File: config.mk
export PLATFORM = sky130hd
export DESIGN_NAME = voxel_window_to_rgb8
export DESIGN_NICKNAME = d
export VERILOG_FILES = /design/src/hw/rtl/vwrgb_pkg.sv /design/src/hw/rtl/vwrgb_cfg.sv /design/src/hw/rtl/vwrgb_conv.sv /design/src/hw/rtl/vwrgb_win.sv /design/src/hw/rtl/vwrgb_div.sv /design/src/hw/rtl/voxel_window_to_rgb8.sv
export SDC_FILE = /design/constraint.sdc
export NUM_CORES = 2
export LEC_CHECK = 0
export BUFFER_PORTS_ARGS = -buffer_cell sky130_fd_sc_hd__buf_2
export CORE_ASPECT_RATIO = 1.2
export CORE_UTILIZATION = 45
export CTS_BUF_LIST = sky130_fd_sc_hd__clkbuf_4 sky130_fd_sc_hd__clkbuf_8
export DETAILED_ROUTE_END_ITERATION = 7
export PLACE_DENSITY_LB_ADDON = 0.05
export SLEW_MARGIN = 20
export SYNTH_ARGS = -nofsm -noshare
export SYNTH_HDL_FRONTEND = slang
export SYNTH_SLANG_ARGS = --single-unit
File: constraint.sdc
create_clock -name clk -period 6 [get_ports clk]
set_input_delay 0.3 -clock clk [delete_from_list [all_inputs] [get_ports clk]]
set_output_delay 0.3 -clock clk [all_outputs]
set_load 0.02 [all_outputs]
File: src/hw/rtl/vwrgb_pkg.sv
`default_nettype none

package vwrgb_pkg;

    localparam int FRAC_BITS  = 16;
    localparam int Q_W        = 64;
    localparam int SHIFT_W    = $clog2(Q_W);
    localparam int SH_W       = 13;
    localparam int N_W        = Q_W + 9;
    localparam int DIV_STAGES = 8;
    localparam int CFG_IDX_W  = 3;

    localparam logic [Q_W-1:0] SIGN_BIT = {1'b1, {(Q_W-1){1'b0}}};
    localparam logic [7:0]     GRAY_MAX = 8'd255;
    localparam logic [Q_W-1:0] WIN_MAX_RST =
        {{(Q_W-8-FRAC_BITS){1'b0}}, GRAY_MAX, {FRAC_BITS{1'b0}}};

    // element types
    localparam logic [3:0] ET_U8     = 4'd0;
    localparam logic [3:0] ET_S8     = 4'd1;
    localparam logic [3:0] ET_U16    = 4'd2;
    localparam logic [3:0] ET_S16    = 4'd3;
    localparam logic [3:0] ET_U32    = 4'd4;
    localparam logic [3:0] ET_S32    = 4'd5;
    localparam logic [3:0] ET_U64    = 4'd6;
    localparam logic [3:0] ET_S64    = 4'd7;
    localparam logic [3:0] ET_F32    = 4'd8;
    localparam logic [3:0] ET_F64    = 4'd9;
    localparam logic [3:0] ET_RGB24  = 4'd10;
    localparam logic [3:0] ET_RGBA32 = 4'd11;

    // register indexes
    localparam logic [CFG_IDX_W-1:0] REG_ELEMENT_TYPE  = 3'd0;
    localparam logic [CFG_IDX_W-1:0] REG_WINDOW_MIN    = 3'd1;
    localparam logic [CFG_IDX_W-1:0] REG_WINDOW_MAX    = 3'd2;
    localparam logic [CFG_IDX_W-1:0] REG_PLANAR_COLOR  = 3'd3;
    localparam logic [CFG_IDX_W-1:0] REG_PLANE_CHANNEL = 3'd4;

    // color channels
    localparam logic [1:0] CH_RED   = 2'd0;
    localparam logic [1:0] CH_GREEN = 2'd1;
    localparam logic [1:0] CH_BLUE  = 2'd2;

    // shift amounts for the fixed point conversion
    localparam logic [SH_W-1:0] SH_INT     = SH_W'(FRAC_BITS);
    localparam logic [SH_W-1:0] SH_SAT     = SH_W'(200);
    localparam logic [SH_W-1:0] SH_F32_OFS = SH_W'(150 - FRAC_BITS);
    localparam logic [SH_W-1:0] SH_F32_SUB = SH_W'(1 - 150 + FRAC_BITS);
    localparam logic [SH_W-1:0] SH_F64_OFS = SH_W'(1075 - FRAC_BITS);
    localparam logic [SH_W-1:0] SH_F64_SUB = SH_W'(1 - 1075 + FRAC_BITS);

    typedef struct packed {
        logic [63:0] raw_element;
        logic        end_of_slice;
    } in_item_t;

    typedef struct packed {
        logic [7:0] red_byte;
        logic [7:0] green_byte;
        logic [7:0] blue_byte;
        logic [2:0] channel_valid;
        logic       type_error;
        logic       slice_done;
    } out_item_t;

    typedef struct packed {
        logic [3:0]     element_type;
        logic           planar_color;
        logic [1:0]     plane_channel;
        logic [Q_W-1:0] bmin;
        logic [Q_W-1:0] span;
        logic           inverted;
        logic           empty;
    } cfg_t;

    typedef struct packed {
        logic       eos;
        logic       err;
        logic       bypass;
        logic       is_rgb;
        logic [7:0] b0;
        logic [7:0] b1;
        logic [7:0] b2;
    } meta_t;

    typedef struct packed {
        logic zero;
        logic full;
    } map_flags_t;

endpackage

`default_nettype wire

File: src/hw/rtl/vwrgb_cfg.sv
`default_nettype none

module vwrgb_cfg (
    input  logic                             clk,
    input  logic                             rst_n,
    input  logic                             cfg_valid,
    output logic                             cfg_ready,
    input  logic [vwrgb_pkg::CFG_IDX_W-1:0]  cfg_index,
    input  logic [vwrgb_pkg::Q_W-1:0]        cfg_data,
    output vwrgb_pkg::cfg_t                  cfg,
    output logic                             busy
);
    import vwrgb_pkg::*;

    logic [3:0]     element_type_reg, element_type_next;
    logic [Q_W-1:0] window_min_reg, window_min_next;
    logic [Q_W-1:0] window_max_reg, window_max_next;
    logic           planar_color_reg, planar_color_next;
    logic [1:0]     plane_channel_reg, plane_channel_next;
    logic           pending_reg, pending_next;

    logic [Q_W-1:0] bmin_reg, bmin_next;
    logic [Q_W-1:0] span_reg, span_next;
    logic           inverted_reg, inverted_next;
    logic           empty_reg, empty_next;

    logic [Q_W-1:0] bmax;
    logic [Q_W:0]   up_diff;
    logic [Q_W:0]   dn_diff;
    logic           wr;

    assign cfg_ready = 1'b1;
    assign wr        = cfg_valid & cfg_ready;

    always_comb
    begin
        element_type_next  = element_type_reg;
        window_min_next    = window_min_reg;
        window_max_next    = window_max_reg;
        planar_color_next  = planar_color_reg;
        plane_channel_next = plane_channel_reg;
        pending_next       = 1'b0;
        if (wr)
        begin
            case (cfg_index)
                REG_ELEMENT_TYPE:  element_type_next = cfg_data[3:0];
                REG_WINDOW_MIN:
                begin
                    window_min_next = cfg_data;
                    pending_next    = 1'b1;
                end
                REG_WINDOW_MAX:
                begin
                    window_max_next = cfg_data;
                    pending_next    = 1'b1;
                end
                REG_PLANAR_COLOR:  planar_color_next = cfg_data[0];
                REG_PLANE_CHANNEL: plane_channel_next = cfg_data[1:0];
                default:           ;
            endcase
        end
    end

    // window bounds in offset binary so that unsigned compares order them
    always_comb
    begin
        bmin_next     = window_min_reg ^ SIGN_BIT;
        bmax          = window_max_reg ^ SIGN_BIT;
        up_diff       = {1'b0, bmax} - {1'b0, bmin_next};
        dn_diff       = {1'b0, bmin_next} - {1'b0, bmax};
        inverted_next = up_diff[Q_W];
        empty_next    = (up_diff[Q_W-1:0] == '0);
        span_next     = up_diff[Q_W] ? dn_diff[Q_W-1:0] : up_diff[Q_W-1:0];
    end

    always_ff @(posedge clk or negedge rst_n)
    begin
        if (!rst_n)
        begin
            element_type_reg  <= ET_U8;
            window_min_reg    <= '0;
            window_max_reg    <= WIN_MAX_RST;
            planar_color_reg  <= 1'b0;
            plane_channel_reg <= CH_RED;
            pending_reg       <= 1'b1;
        end
        else
        begin
            element_type_reg  <= element_type_next;
            window_min_reg    <= window_min_next;
            window_max_reg    <= window_max_next;
            planar_color_reg  <= planar_color_next;
            plane_channel_reg <= plane_channel_next;
            pending_reg       <= pending_next;
        end
    end

    always_ff @(posedge clk)
    begin
        bmin_reg     <= bmin_next;
        span_reg     <= span_next;
        inverted_reg <= inverted_next;
        empty_reg    <= empty_next;
    end

    // hold off new voxels while the window span settles
    assign busy = pending_reg;

    always_comb
    begin
        cfg.element_type  = element_type_reg;
        cfg.planar_color  = planar_color_reg;
        cfg.plane_channel = plane_channel_reg;
        cfg.bmin          = bmin_reg;
        cfg.span          = span_reg;
        cfg.inverted      = inverted_reg;
        cfg.empty         = empty_reg;
    end

endmodule

`default_nettype wire

File: src/hw/rtl/vwrgb_conv.sv
`default_nettype none

module vwrgb_conv (
    input  logic                       clk,
    input  logic                       rst_n,
    input  logic                       in_valid,
    input  vwrgb_pkg::in_item_t        in_item,
    input  vwrgb_pkg::cfg_t            cfg,
    output logic                       out_valid,
    output logic [vwrgb_pkg::Q_W-1:0]  out_value,
    output vwrgb_pkg::meta_t           out_meta
);
    import vwrgb_pkg::*;

    // decode stage
    logic [Q_W-1:0]  raw;
    logic [Q_W-1:0]  sx;
    logic            take_signed;
    logic            neg_next;
    logic [Q_W-1:0]  mag_next;
    logic [SH_W-1:0] sh_next;
    meta_t           meta_next;

    logic            p1_valid_reg;
    logic            p1_neg_reg;
    logic [Q_W-1:0]  p1_mag_reg;
    logic [SH_W-1:0] p1_sh_reg;
    meta_t           p1_meta_reg;

    // shift stage
    logic [Q_W-1:0]  q_next;
    logic            sat_next;
    logic [Q_W-1:0]  t;
    logic [SH_W-1:0] rm1;

    logic            p2_valid_reg;
    logic            p2_neg_reg;
    logic [Q_W-1:0]  p2_q_reg;
    logic            p2_sat_reg;
    meta_t           p2_meta_reg;

    // sign stage
    logic            sat_all;
    logic [Q_W-1:0]  bv_next;

    logic            p3_valid_reg;
    logic [Q_W-1:0]  p3_bv_reg;
    meta_t           p3_meta_reg;

    assign raw = in_item.raw_element;

    always_comb
    begin
        sx             = '0;
        take_signed    = 1'b0;
        neg_next       = 1'b0;
        mag_next       = '0;
        sh_next        = SH_INT;
        meta_next.eos    = in_item.end_of_slice;
        meta_next.err    = 1'b0;
        meta_next.bypass = 1'b0;
        meta_next.is_rgb = 1'b0;
        meta_next.b0     = raw[7:0];
        meta_next.b1     = raw[15:8];
        meta_next.b2     = raw[23:16];
        case (cfg.element_type)
            ET_U8:  meta_next.bypass = 1'b1;
            ET_S8:
            begin
                take_signed = 1'b1;
                sx = {{(Q_W-8){raw[7]}}, raw[7:0]};
            end
            ET_U16: mag_next = {{(Q_W-16){1'b0}}, raw[15:0]};
            ET_S16:
            begin
                take_signed = 1'b1;
                sx = {{(Q_W-16){raw[15]}}, raw[15:0]};
            end
            ET_U32: mag_next = {{(Q_W-32){1'b0}}, raw[31:0]};
            ET_S32:
            begin
                take_signed = 1'b1;
                sx = {{(Q_W-32){raw[31]}}, raw[31:0]};
            end
            ET_U64: mag_next = raw;
            ET_S64:
            begin
                take_signed = 1'b1;
                sx = raw;
            end
            ET_F32:
            begin
                neg_next = raw[31];
                if (raw[30:23] == 8'hFF)
                begin
                    // NaN reads as zero, infinity saturates by its sign
                    if (raw[22:0] != 23'h0)
                    begin
                        neg_next = 1'b0;
                    end
                    else
                    begin
                        mag_next = Q_W'(1);
                        sh_next  = SH_SAT;
                    end
                end
                else if (raw[30:23] == 8'h00)
                begin
                    mag_next = Q_W'(raw[22:0]);
                    sh_next  = SH_F32_SUB;
                end
                else
                begin
                    mag_next = Q_W'({1'b1, raw[22:0]});
                    sh_next  = SH_W'(raw[30:23]) - SH_F32_OFS;
                end
            end
            ET_F64:
            begin
                neg_next = raw[63];
                if (raw[62:52] == 11'h7FF)
                begin
                    if (raw[51:0] != 52'h0)
                    begin
                        neg_next = 1'b0;
                    end
                    else
                    begin
                        mag_next = Q_W'(1);
                        sh_next  = SH_SAT;
                    end
                end
                else if (raw[62:52] == 11'h000)
                begin
                    mag_next = Q_W'(raw[51:0]);
                    sh_next  = SH_F64_SUB;
                end
                else
                begin
                    mag_next = Q_W'({1'b1, raw[51:0]});
                    sh_next  = SH_W'(raw[62:52]) - SH_F64_OFS;
                end
            end
            ET_RGB24, ET_RGBA32:
            begin
                meta_next.bypass = 1'b1;
                meta_next.is_rgb = 1'b1;
            end
            default: meta_next.err = 1'b1;
        endcase
        if (take_signed)
        begin
            neg_next = sx[Q_W-1];
            mag_next = sx[Q_W-1] ? (~sx + Q_W'(1)) : sx;
        end
    end

    // magnitude times 2^sh, rounded half up on right shifts
    always_comb
    begin
        q_next   = '0;
        sat_next = 1'b0;
        t        = '0;
        rm1      = ~p1_sh_reg;
        if (!p1_sh_reg[SH_W-1])
        begin
            if (p1_sh_reg[SH_W-2:SHIFT_W] != '0)
            begin
                sat_next = 1'b1;
            end
            else
            begin
                q_next   = p1_mag_reg << p1_sh_reg[SHIFT_W-1:0];
                sat_next = (p1_mag_reg >> (~p1_sh_reg[SHIFT_W-1:0])) != '0;
            end
        end
        else if (rm1[SH_W-1:SHIFT_W] == '0)
        begin
            t      = p1_mag_reg >> rm1[SHIFT_W-1:0];
            q_next = (t >> 1) + Q_W'(t[0]);
        end
        if (p1_mag_reg == '0)
        begin
            q_next   = '0;
            sat_next = 1'b0;
        end
    end

    // apply sign, saturate, move to offset binary
    always_comb
    begin
        sat_all = p2_sat_reg
                | (!p2_neg_reg & p2_q_reg[Q_W-1])
                | (p2_neg_reg & p2_q_reg[Q_W-1] & (p2_q_reg[Q_W-2:0] != '0));
        if (sat_all)
        begin
            bv_next = p2_neg_reg ? '0 : '1;
        end
        else
        begin
            bv_next = (p2_neg_reg ? (~p2_q_reg + Q_W'(1)) : p2_q_reg) ^ SIGN_BIT;
        end
    end

    always_ff @(posedge clk or negedge rst_n)
    begin
        if (!rst_n)
        begin
            p1_valid_reg <= 1'b0;
            p2_valid_reg <= 1'b0;
            p3_valid_reg <= 1'b0;
        end
        else
        begin
            p1_valid_reg <= in_valid;
            p2_valid_reg <= p1_valid_reg;
            p3_valid_reg <= p2_valid_reg;
        end
    end

    always_ff @(posedge clk)
    begin
        p1_neg_reg  <= neg_next;
        p1_mag_reg  <= mag_next;
        p1_sh_reg   <= sh_next;
        p1_meta_reg <= meta_next;
        p2_neg_reg  <= p1_neg_reg;
        p2_q_reg    <= q_next;
        p2_sat_reg  <= sat_next;
        p2_meta_reg <= p1_meta_reg;
        p3_bv_reg   <= bv_next;
        p3_meta_reg <= p2_meta_reg;
    end

    assign out_valid = p3_valid_reg;
    assign out_value = p3_bv_reg;
    assign out_meta  = p3_meta_reg;

endmodule

`default_nettype wire

File: src/hw/rtl/vwrgb_win.sv
`default_nettype none

module vwrgb_win (
    input  logic                       clk,
    input  logic                       rst_n,
    input  logic                       in_valid,
    input  logic [vwrgb_pkg::Q_W-1:0]  in_value,
    input  vwrgb_pkg::meta_t           in_meta,
    input  vwrgb_pkg::cfg_t            cfg,
    output logic                       out_valid,
    output logic [vwrgb_pkg::N_W-1:0]  out_num,
    output vwrgb_pkg::meta_t           out_meta,
    output vwrgb_pkg::map_flags_t      out_flags
);
    import vwrgb_pkg::*;

    logic [Q_W:0]   dpos;
    logic [Q_W:0]   dneg;
    logic           zero_next;
    logic [Q_W-1:0] a_next;

    logic           p4_valid_reg;
    logic [Q_W-1:0] p4_a_reg;
    logic           p4_zero_reg;
    meta_t          p4_meta_reg;

    logic [N_W-1:0] m510_next;

    logic           p5_valid_reg;
    logic [N_W-1:0] p5_m510_reg;
    map_flags_t     p5_flags_reg;
    meta_t          p5_meta_reg;

    logic           p6_valid_reg;
    logic [N_W-1:0] p6_num_reg;
    map_flags_t     p6_flags_reg;
    meta_t          p6_meta_reg;

    // distance from the window edge that maps to zero
    always_comb
    begin
        dpos = {1'b0, in_value} - {1'b0, cfg.bmin};
        dneg = {1'b0, cfg.bmin} - {1'b0, in_value};
        if (cfg.inverted)
        begin
            zero_next = !dpos[Q_W];
            a_next    = dneg[Q_W-1:0];
        end
        else
        begin
            zero_next = !dneg[Q_W];
            a_next    = dpos[Q_W-1:0];
        end
        zero_next = zero_next | cfg.empty;
    end

    // 510*a, so that round(255*a/b) = floor((510*a + b) / (2*b))
    assign m510_next = {p4_a_reg, 9'b0} - {8'b0, p4_a_reg, 1'b0};

    always_ff @(posedge clk or negedge rst_n)
    begin
        if (!rst_n)
        begin
            p4_valid_reg <= 1'b0;
            p5_valid_reg <= 1'b0;
            p6_valid_reg <= 1'b0;
        end
        else
        begin
            p4_valid_reg <= in_valid;
            p5_valid_reg <= p4_valid_reg;
            p6_valid_reg <= p5_valid_reg;
        end
    end

    always_ff @(posedge clk)
    begin
        p4_a_reg          <= a_next;
        p4_zero_reg       <= zero_next;
        p4_meta_reg       <= in_meta;
        p5_m510_reg       <= m510_next;
        p5_flags_reg.zero <= p4_zero_reg;
        p5_flags_reg.full <= (p4_a_reg >= cfg.span);
        p5_meta_reg       <= p4_meta_reg;
        p6_num_reg        <= p5_m510_reg + {9'b0, cfg.span};
        p6_flags_reg      <= p5_flags_reg;
        p6_meta_reg       <= p5_meta_reg;
    end

    assign out_valid = p6_valid_reg;
    assign out_num   = p6_num_reg;
    assign out_meta  = p6_meta_reg;
    assign out_flags = p6_flags_reg;

endmodule

`default_nettype wire

File: src/hw/rtl/vwrgb_div.sv
`default_nettype none

module vwrgb_div (
    input  logic                       clk,
    input  logic                       rst_n,
    input  logic                       in_valid,
    input  logic [vwrgb_pkg::N_W-1:0]  in_num,
    input  vwrgb_pkg::meta_t           in_meta,
    input  vwrgb_pkg::map_flags_t      in_flags,
    input  vwrgb_pkg::cfg_t            cfg,
    output logic                       out_valid,
    output logic [7:0]                 out_quot,
    output vwrgb_pkg::meta_t           out_meta,
    output vwrgb_pkg::map_flags_t      out_flags
);
    import vwrgb_pkg::*;

    logic             valid_reg [DIV_STAGES];
    logic [N_W-1:0]   rem_reg   [DIV_STAGES];
    logic [7:0]       quot_reg  [DIV_STAGES];
    meta_t            meta_reg  [DIV_STAGES];
    map_flags_t       flags_reg [DIV_STAGES];

    logic [N_W-1:0]   dvsr;

    // divisor is 2*span
    assign dvsr = {{(N_W-Q_W-1){1'b0}}, cfg.span, 1'b0};

    // restoring division, one quotient bit per stage, msb first
    for (genvar k = 0; k < DIV_STAGES; k++)
    begin : g_stage
        localparam int BIT = DIV_STAGES - 1 - k;

        logic           valid_in;
        logic [N_W-1:0] rem_in;
        logic [7:0]     quot_in;
        meta_t          meta_in;
        map_flags_t     flags_in;
        logic [N_W:0]   diff;

        if (k == 0)
        begin : g_first
            assign valid_in = in_valid;
            assign rem_in   = in_num;
            assign quot_in  = '0;
            assign meta_in  = in_meta;
            assign flags_in = in_flags;
        end
        else
        begin : g_next
            assign valid_in = valid_reg[k-1];
            assign rem_in   = rem_reg[k-1];
            assign quot_in  = quot_reg[k-1];
            assign meta_in  = meta_reg[k-1];
            assign flags_in = flags_reg[k-1];
        end

        assign diff = {1'b0, rem_in} - {1'b0, dvsr << BIT};

        always_ff @(posedge clk or negedge rst_n)
        begin
            if (!rst_n)
            begin
                valid_reg[k] <= 1'b0;
            end
            else
            begin
                valid_reg[k] <= valid_in;
            end
        end

        always_ff @(posedge clk)
        begin
            if (!diff[N_W])
            begin
                rem_reg[k]  <= diff[N_W-1:0];
                quot_reg[k] <= quot_in | (8'd1 << BIT);
            end
            else
            begin
                rem_reg[k]  <= rem_in;
                quot_reg[k] <= quot_in;
            end
            meta_reg[k]  <= meta_in;
            flags_reg[k] <= flags_in;
        end
    end

    assign out_valid = valid_reg[DIV_STAGES-1];
    assign out_quot  = quot_reg[DIV_STAGES-1];
    assign out_meta  = meta_reg[DIV_STAGES-1];
    assign out_flags = flags_reg[DIV_STAGES-1];

endmodule

`default_nettype wire

File: src/hw/rtl/voxel_window_to_rgb8.sv
`default_nettype none

// Voxel to RGB byte converter.
// Input: one raw voxel per beat, taken at a clock edge with start high and
// busy low. A new voxel may follow in every cycle while busy is low.
// Output: done is high for exactly one cycle with the RGB beat on result;
// the receiver must take it then, there is no stall path. Results leave
// in input order, one per voxel.
// Pipeline: the voxel passes the input register, three conversion stages
// (decode, shift, sign), three window stages, eight restoring division
// stages (one quotient bit each) and the result register. Throughput is
// one voxel per cycle while busy is low.
// Configuration: write channel cfg_valid/cfg_ready with a register index;
// cfg_ready is always high. Write it only while no voxel is in flight.
// A write to either window bound raises busy for one cycle while the
// window span register updates.
// Reset: config registers return to defaults (uint8, window 0..255.0),
// the pipeline empties, and busy is high for the first cycle after reset.

module voxel_window_to_rgb8 (
    input  logic                             clk,
    input  logic                             rst_n,
    input  logic                             start,
    output logic                             busy,
    input  vwrgb_pkg::in_item_t              item,
    output logic                             done,
    output vwrgb_pkg::out_item_t             result,
    input  logic                             cfg_valid,
    output logic                             cfg_ready,
    input  logic [vwrgb_pkg::CFG_IDX_W-1:0]  cfg_index,
    input  logic [vwrgb_pkg::Q_W-1:0]        cfg_data
);
    import vwrgb_pkg::*;

    cfg_t           cfg;

    logic           in_valid_reg;
    in_item_t       in_item_reg;

    logic           cv_valid;
    logic [Q_W-1:0] cv_value;
    meta_t          cv_meta;

    logic           wn_valid;
    logic [N_W-1:0] wn_num;
    meta_t          wn_meta;
    map_flags_t     wn_flags;

    logic           dv_valid;
    logic [7:0]     dv_quot;
    meta_t          dv_meta;
    map_flags_t     dv_flags;

    logic [7:0]     gray;
    out_item_t      result_next;
    out_item_t      result_reg;
    logic           done_reg;

    vwrgb_cfg u_cfg (
        .clk       (clk),
        .rst_n     (rst_n),
        .cfg_valid (cfg_valid),
        .cfg_ready (cfg_ready),
        .cfg_index (cfg_index),
        .cfg_data  (cfg_data),
        .cfg       (cfg),
        .busy      (busy)
    );

    always_ff @(posedge clk or negedge rst_n)
    begin
        if (!rst_n)
        begin
            in_valid_reg <= 1'b0;
        end
        else
        begin
            in_valid_reg <= start & !busy;
        end
    end

    always_ff @(posedge clk)
    begin
        in_item_reg <= item;
    end

    vwrgb_conv u_conv (
        .clk       (clk),
        .rst_n     (rst_n),
        .in_valid  (in_valid_reg),
        .in_item   (in_item_reg),
        .cfg       (cfg),
        .out_valid (cv_valid),
        .out_value (cv_value),
        .out_meta  (cv_meta)
    );

    vwrgb_win u_win (
        .clk       (clk),
        .rst_n     (rst_n),
        .in_valid  (cv_valid),
        .in_value  (cv_value),
        .in_meta   (cv_meta),
        .cfg       (cfg),
        .out_valid (wn_valid),
        .out_num   (wn_num),
        .out_meta  (wn_meta),
        .out_flags (wn_flags)
    );

    vwrgb_div u_div (
        .clk       (clk),
        .rst_n     (rst_n),
        .in_valid  (wn_valid),
        .in_num    (wn_num),
        .in_meta   (wn_meta),
        .in_flags  (wn_flags),
        .cfg       (cfg),
        .out_valid (dv_valid),
        .out_quot  (dv_quot),
        .out_meta  (dv_meta),
        .out_flags (dv_flags)
    );

    always_comb
    begin
        if (dv_meta.bypass)
        begin
            gray = dv_meta.b0;
        end
        else if (dv_flags.zero)
        begin
            gray = '0;
        end
        else if (dv_flags.full)
        begin
            gray = GRAY_MAX;
        end
        else
        begin
            gray = dv_quot;
        end

        result_next.red_byte      = '0;
        result_next.green_byte    = '0;
        result_next.blue_byte     = '0;
        result_next.channel_valid = 3'b000;
        result_next.type_error    = dv_meta.err;
        result_next.slice_done    = dv_meta.eos;
        if (dv_meta.err)
        begin
            result_next.channel_valid = 3'b000;
        end
        else if (cfg.planar_color)
        begin
            case (cfg.plane_channel)
                CH_RED:
                begin
                    result_next.red_byte      = gray;
                    result_next.channel_valid = 3'b001;
                end
                CH_GREEN:
                begin
                    result_next.green_byte    = gray;
                    result_next.channel_valid = 3'b010;
                end
                CH_BLUE:
                begin
                    result_next.blue_byte     = gray;
                    result_next.channel_valid = 3'b100;
                end
                default: result_next.channel_valid = 3'b000;
            endcase
        end
        else if (dv_meta.is_rgb)
        begin
            result_next.red_byte      = dv_meta.b0;
            result_next.green_byte    = dv_meta.b1;
            result_next.blue_byte     = dv_meta.b2;
            result_next.channel_valid = 3'b111;
        end
        else
        begin
            result_next.red_byte      = gray;
            result_next.green_byte    = gray;
            result_next.blue_byte     = gray;
            result_next.channel_valid = 3'b111;
        end
    end

    always_ff @(posedge clk or negedge rst_n)
    begin
        if (!rst_n)
        begin
            done_reg <= 1'b0;
        end
        else
        begin
            done_reg <= dv_valid;
        end
    end

    always_ff @(posedge clk)
    begin
        result_reg <= result_next;
    end

    assign done   = done_reg;
    assign result = result_reg;

endmodule

`default_nettype wire
-- After elaboration in Yosys (flattened, before gate mapping)
Memories as Yosys holds them, arrays and structs flattened.
Index checks and enable logic that the tools add are counted.
- memories kept: 4
- memory bits (writable): 888
- input port bits: 136
- register bits: 967
- memories (memory ; depth ; bits a word ; rd ports ; clocked after Yosys merged registers in ; wr ports ; RTL line ; text):
    u_div.rem_reg ; 8 ; 73 ; 7 ; 0 ; 8 ; vwrgb_div.sv:19 ; logic [N_W-1:0] rem_reg [DIV_STAGES];
    u_div.meta_reg ; 8 ; 28 ; 8 ; 0 ; 8 ; vwrgb_div.sv:21 ; meta_t meta_reg [DIV_STAGES];
    u_div.quot_reg ; 8 ; 8 ; 8 ; 0 ; 8 ; vwrgb_div.sv:20 ; logic [7:0] quot_reg [DIV_STAGES];
    u_div.flags_reg ; 8 ; 2 ; 8 ; 0 ; 8 ; vwrgb_div.sv:22 ; map_flags_t flags_reg [DIV_STAGES];
- reduce and logical (&&, ||, !) cells: 28
- add/subtract/negate cells: 19
- multiplexer cells: 80
- bitwise operators: 30
- equality and inequality tests: 19
- order comparisons: 1
- shifts and indexed selects: 3
- operators by type and width (kind ; count):
    $mux 64 ; 12
    $mux 73 ; 8
    $pmux 64 s5 ; 1
    $pmux 64 s4 ; 1
    $sub 64x64->65 ; 3
    $add 64x1->64 const B ; 2
    $logic_not 64->1 ; 2
    $mux 8 ; 16
    $not 64->64 ; 2
    $shr 64x6->64 ; 2
    $sub 73x65->74 ; 1
    $sub 73x66->74 ; 1
    $sub 73x67->74 ; 1
    $sub 73x68->74 ; 1
    $sub 73x69->74 ; 1
    $sub 73x70->74 ; 1
    $sub 73x71->74 ; 1
    $sub 73x72->74 ; 1
    $add 73x64->73 ; 1
    $sub 73x65->73 ; 1
    $add 63x1->64 ; 1
    $ge 64x64->1 ; 1
    $reduce_bool 64->1 ; 1
    $shl 64x6->64 ; 1
    43 further kinds ; 117

-- Longest topological paths before layout
- word-level depth: 6
- mapped depth: 27

-- Cells and area by module
Synthesis repeated with hierarchy kept, for this count alone.
- cell total of the unflattened synthesis: 13621
- area total of the unflattened synthesis: 110751.2 um^2
- modules (own cells, without submodules) (module ; area an instance (um^2) ; times used ; seq. area each (um^2) ; cells each):
    vwrgb_div ; 48584.1 ; 1 ; 15815.2 ; 5988
    vwrgb_win ; 23512.6 ; 1 ; 6040.8 ; 3035
    vwrgb_conv ; 19899.1 ; 1 ; 5900.7 ; 2446
    vwrgb_cfg ; 16181.8 ; 1 ; 6017.0 ; 1933
    voxel_window_to_rgb8 ; 2573.7 ; 1 ; 1931.9 ; 219

-- Worst setup path before layout
OpenSTA, ideal clock, no wires.
- path kind: register to register
- start: register u_conv.p1_sh_reg[4]
- end: register u_conv.p2_q_reg[59]
- arrival time: 4.577 ns
- setup slack: 1.289 ns
- setup time: 0.134 ns
- path buffers: 7
- clock period less this slack: 4.711 ns
- stages on the path, launching flop included: 20
- path through: dfxtp_1 -> clkbuf_1 -> buf_1 -> clkbuf_1 -> buf_1 -> buf_1 -> buf_1 -> a31oi_1 -> nand2_1 -> o21ai_0 -> inv_1 -> ha_1 -> inv_1 -> nor4b_4 -> nand4_1 -> or4_4 -> buf_6 -> nor4_4 -> xor2_1 -> o22ai_1
- cells in the longest elaborated chain, start to end: 5
- elaborated cells on any way between the ends: 7
- those cells by class: add/sub: 1; shift: 2; mux: 3; bitwise: 1
- ends and longest elaborated chain (what ; RTL line ; text):
    start, declared ; vwrgb_conv.sv:27 ; logic [SH_W-1:0] p1_sh_reg;
    start signal, assigned ; vwrgb_conv.sv:225 ; p1_sh_reg <= sh_next;
    $not 13->13 ; vwrgb_conv.sv:164 ; rm1 = ~p1_sh_reg;
    $shr 64x6->64 ; vwrgb_conv.sv:179 ; t = p1_mag_reg >> rm1[SHIFT_W-1:0];
    $add 63x1->64 ; vwrgb_conv.sv:180 ; q_next = (t >> 1) + Q_W'(t[0]);
    $mux 64 ; vwrgb_conv.sv:177 ; else if (rm1[SH_W-1:SHIFT_W] == '0)
    $mux 64 (*) ; vwrgb_conv.sv:165 ; if (!p1_sh_reg[SH_W-1])
    end signal, assigned ; vwrgb_conv.sv:228 ; p2_q_reg <= q_next;
    end, declared ; vwrgb_conv.sv:38 ; logic [Q_W-1:0] p2_q_reg;
Mark *: on every way between the ends. The rest lies on a longest branch, timed or not.
A chain may end at the register's enable or synchronous reset.

-- Final worst setup path
- start: register u_conv.p1_sh_reg[0]
- end: register u_conv.p2_q_reg[52]
The elaborated chain is that of the path after synthesis.

==> out/qor.csv <==
stage;metric;value;unit
placed_design;HPWL Detailed;304000;um
timing;Max-slew headroom;16.5;%
placed_design;Place WS;0.316;ns
synthesis;Adder-Cell Fraction of Synth Area;11.5;%
hold_path;Hold/Removal Path Class;input pin to flop;
floorplanning;Chip Width;446;um
synthesis;Mapped Area;0.107;mm^2
synthesis;synth cell count leaders;1,592 x dfxtp_1, 1,306 x nand2_1, 1,284 x a21oi_1, 1,175 x o21ai_0, 960 x ha_1;
floorplanning;I/O Pins;168;
worst_setup_path;CP endpoint kind;flop;
timing;final setup margin;0.297;ns
timing;Tmin final;5.70;ns
synthesis;synth warn;0;
global_route;GRT Overall Usage;30.8;%
synthesis;most common cell in the synthesized netlist;dfxtp_1;
synthesis;post-synthesis compound-gate area fraction;24.3;%
layout;share of cells above drive strength 1;9.38;%
worst_setup_path;critical-path maximum fanout;60;
timing;Slew Viols, Final;0;
detailed_routing;DR WL/cell;23.0;um
synthesis;simple-gate share of the synthesized area;15.8;%
floorplanning;Die H;535;um
status;run status;finished, violations left;
synthesis;Post-synth EDFFs;0;
detailed_routing;final wirelength;381000;um
layout;Design Area, Final;0.120;mm^2
global_route;number of global-route vias before repair;96000;
timing;RSZ-0062 raised after global routing;no;
detailed_routing;1st-iter DRT viols;7670;
synthesis;combinational family with the most area after synthesis;compound AO/OA/AOI/OAI gates;
global_route;total grt overflow;0;
synthesis;Netlist cell types;117;
synthesis;dominant cells by area after synthesis;dfxtp_1 30%, ha_1 11%, a21oi_1 6.0%;
timing;Final Cycle Share;95.0;%
cts;CTS H-tree lvls;5;
global_route;first-pass GRT wire length;573000;um
synthesis;Seq cells post-synth;1744;
synthesis;Main synth FF type;dfxtp_1;
global_route;largest net degree at the start of global routing;130;
synthesis;synthesized area per cell;8.28;um^2
detailed_routing;First-pass DRT Iterations;8;
floorplanning;initial core utilization;45.3;%
worst_setup_path;critical setup path kind;flop to flop;
global_route;initial antenna violation count;23;
synthesis;top cell type by total area after synthesis;dfxtp_1;
timing;final hold violation count;0;
layout;area of the multi-input gates;0.0664;mm^2
synthesis;Seq/Total Area, Yosys;33.5;%
timing;fmax;175;MHz
timing;final setup violation count;0;
floorplanning;floorplan row count;195;
cts;CTS Buffer Depth;4;
layout;Filler Cell Count;22600;
detailed_routing;post-route ant nets;0;
cts;CTS sink cnt;1744;
cts;Clock Latency Late Sink;1.02;ns
detailed_routing;Via Count;97800;
cts;CTS Buf Count;308;
synthesis;Synth Area in XOR/XNOR;6.70;%
worst_setup_path;WP data required;6.83;ns
placed_design;RePlAce Congestion;1.01;
placed_design;Cell Area, Placed;0.111;mm^2
timing;clock skew;0.138;ns
synthesis;Syn Nets;14000;
synthesis;cells after synthesis;12900;
status;failing checks;DRC;
flow_run;max_cap viols;0;
synthesis;share of synthesized area spent on multiplexers;3.84;%
floorplanning;full die area;0.239;mm^2
layout;Layout area overhead;12.3;%
detailed_routing;vias per cell;5.90;
cts;Post-CTS Setup Bufs;0;
synthesis;async set-reset flop share out of synthesis;8.72;%
worst_setup_path;startpoint types;flop;
detailed_routing;drt drc;1;
layout;max reg flops;504;
layout;Nets;14300;
cts;CTS tree;yes;
synthesis;top cell type's share of synthesized area;29.9;%
placed_design;Buffers on Ports;166;
floorplanning;core area;0.235;mm^2
cts;clk slew on worst S/H paths;0.06;ns
worst_setup_path;Critical Path AT;6.53;ns
timing;Worst-Margin Slew;1.24;ns
layout;flip-flop and latch area;0.0357;mm^2
cts;Clock Root Buffer;clkbuf_8;
-- cells by family after synthesis --
family,Yosys count
simple gates,3623
mux,302
buf+inv,1204
xor+xnor,816
flops,1744
other cells,1
fa+ha+maj,972
compound gates,4217
-- worst max-delay path, cell delays in order (launching register included) --
cell and delay [ns]:
dfxtp_4 0.93, mux4_2 0.64, mux2_2 0.37, mux2i_1 0.88
mux2i_1 0.16, o21ai_0 0.48, inv_1 0.10, ha_1 0.29
ha_1 0.20, inv_1 0.10, nor3_1 0.09, nand4_1 0.08
buf_4 0.19, nor4_4 0.06, buf_4 0.17, nand2_2 0.18
nor3_1 0.08, xnor2_1 0.14, o22ai_1 0.34
-- final timing paths --
check	startpoint	end	slack [ns]	cells after the start
worst min-delay path	cfg_data[38]	u_cfg.window_min_reg[38]	0.11	4
worst min register to register	u_conv.p1_meta_reg[15]	u_conv.p2_meta_reg[15]	0.27	0
worst max-delay path	u_conv.p1_sh_reg[0]	u_conv.p2_q_reg[52]	0.30	18
min in group asynchronous	rst_n	u_cfg.window_min_reg[59]	0.64	4
worst max register to register	u_conv.p1_sh_reg[0]	u_conv.p2_q_reg[52]	0.30	18
max in group asynchronous	rst_n	u_win.out_valid	4.61	4
-- placed cells by master, fill, tap and decap left out, types with 126 or more instances in the layout --
master / instances
ha_1: 960
xnor2_1: 471
inv_1: 617
buf_4: 183
nand3_1: 206
dlygate4sd3_1: 210
nand2_1: 1306
nand4_1: 217
nand2b_1: 126
o22ai_1: 132
xor2_1: 344
a21oi_1: 1282
o21ai_0: 1172
a21o_1: 451
nor3_1: 245
o21bai_1: 175
buf_2: 166
nor2_1: 942
clkbuf_8: 376
dfxtp_1: 1585
dfrtp_1: 143
-- repair_timing --
item	CTS	global route
hold buffers	211	0
endpoints found under the hold margin	345	0
gates resized for setup	0	1
endpoints found under the setup margin	0	3
-- routing by layer --
metal	global-route usage (%)	part of all wire, %
met4	14.4	5.0
met2	52.0	47
met3	4.44	5.7
met5	0	0.024
met1	38.4	43
-- layout make-up --
type / count / area share (%)
Antenna cell: 32 / 0.0669
Clock buffer: 456 / 4.82
Clock inverter: 79 / 0.749
Inverter: 624 / 1.96
Multi-Input combinational cell: 9931 / 55.4
Sequential cell: 1744 / 29.8
Tap cell: 3152 / 3.29
Timing Repair Buffer: 574 / 3.85
-- stage by stage --
stage               TNS, ns  instances  util (%)  hold WS [ns]
global route              0      16600      50.8        0.0649
CTS                       0      16600      50.8       0.00179
detailed placement        0      15800      47.1         0.282
finish                    0      16600      50.8         0.113
global placement      -1.56      15800      47.0         0.273
floorplan                 0      12900         -       0.00441
Power is not shown: default switching activity piles up to over one toggle a cycle in this logic, so the estimate is an artifact.
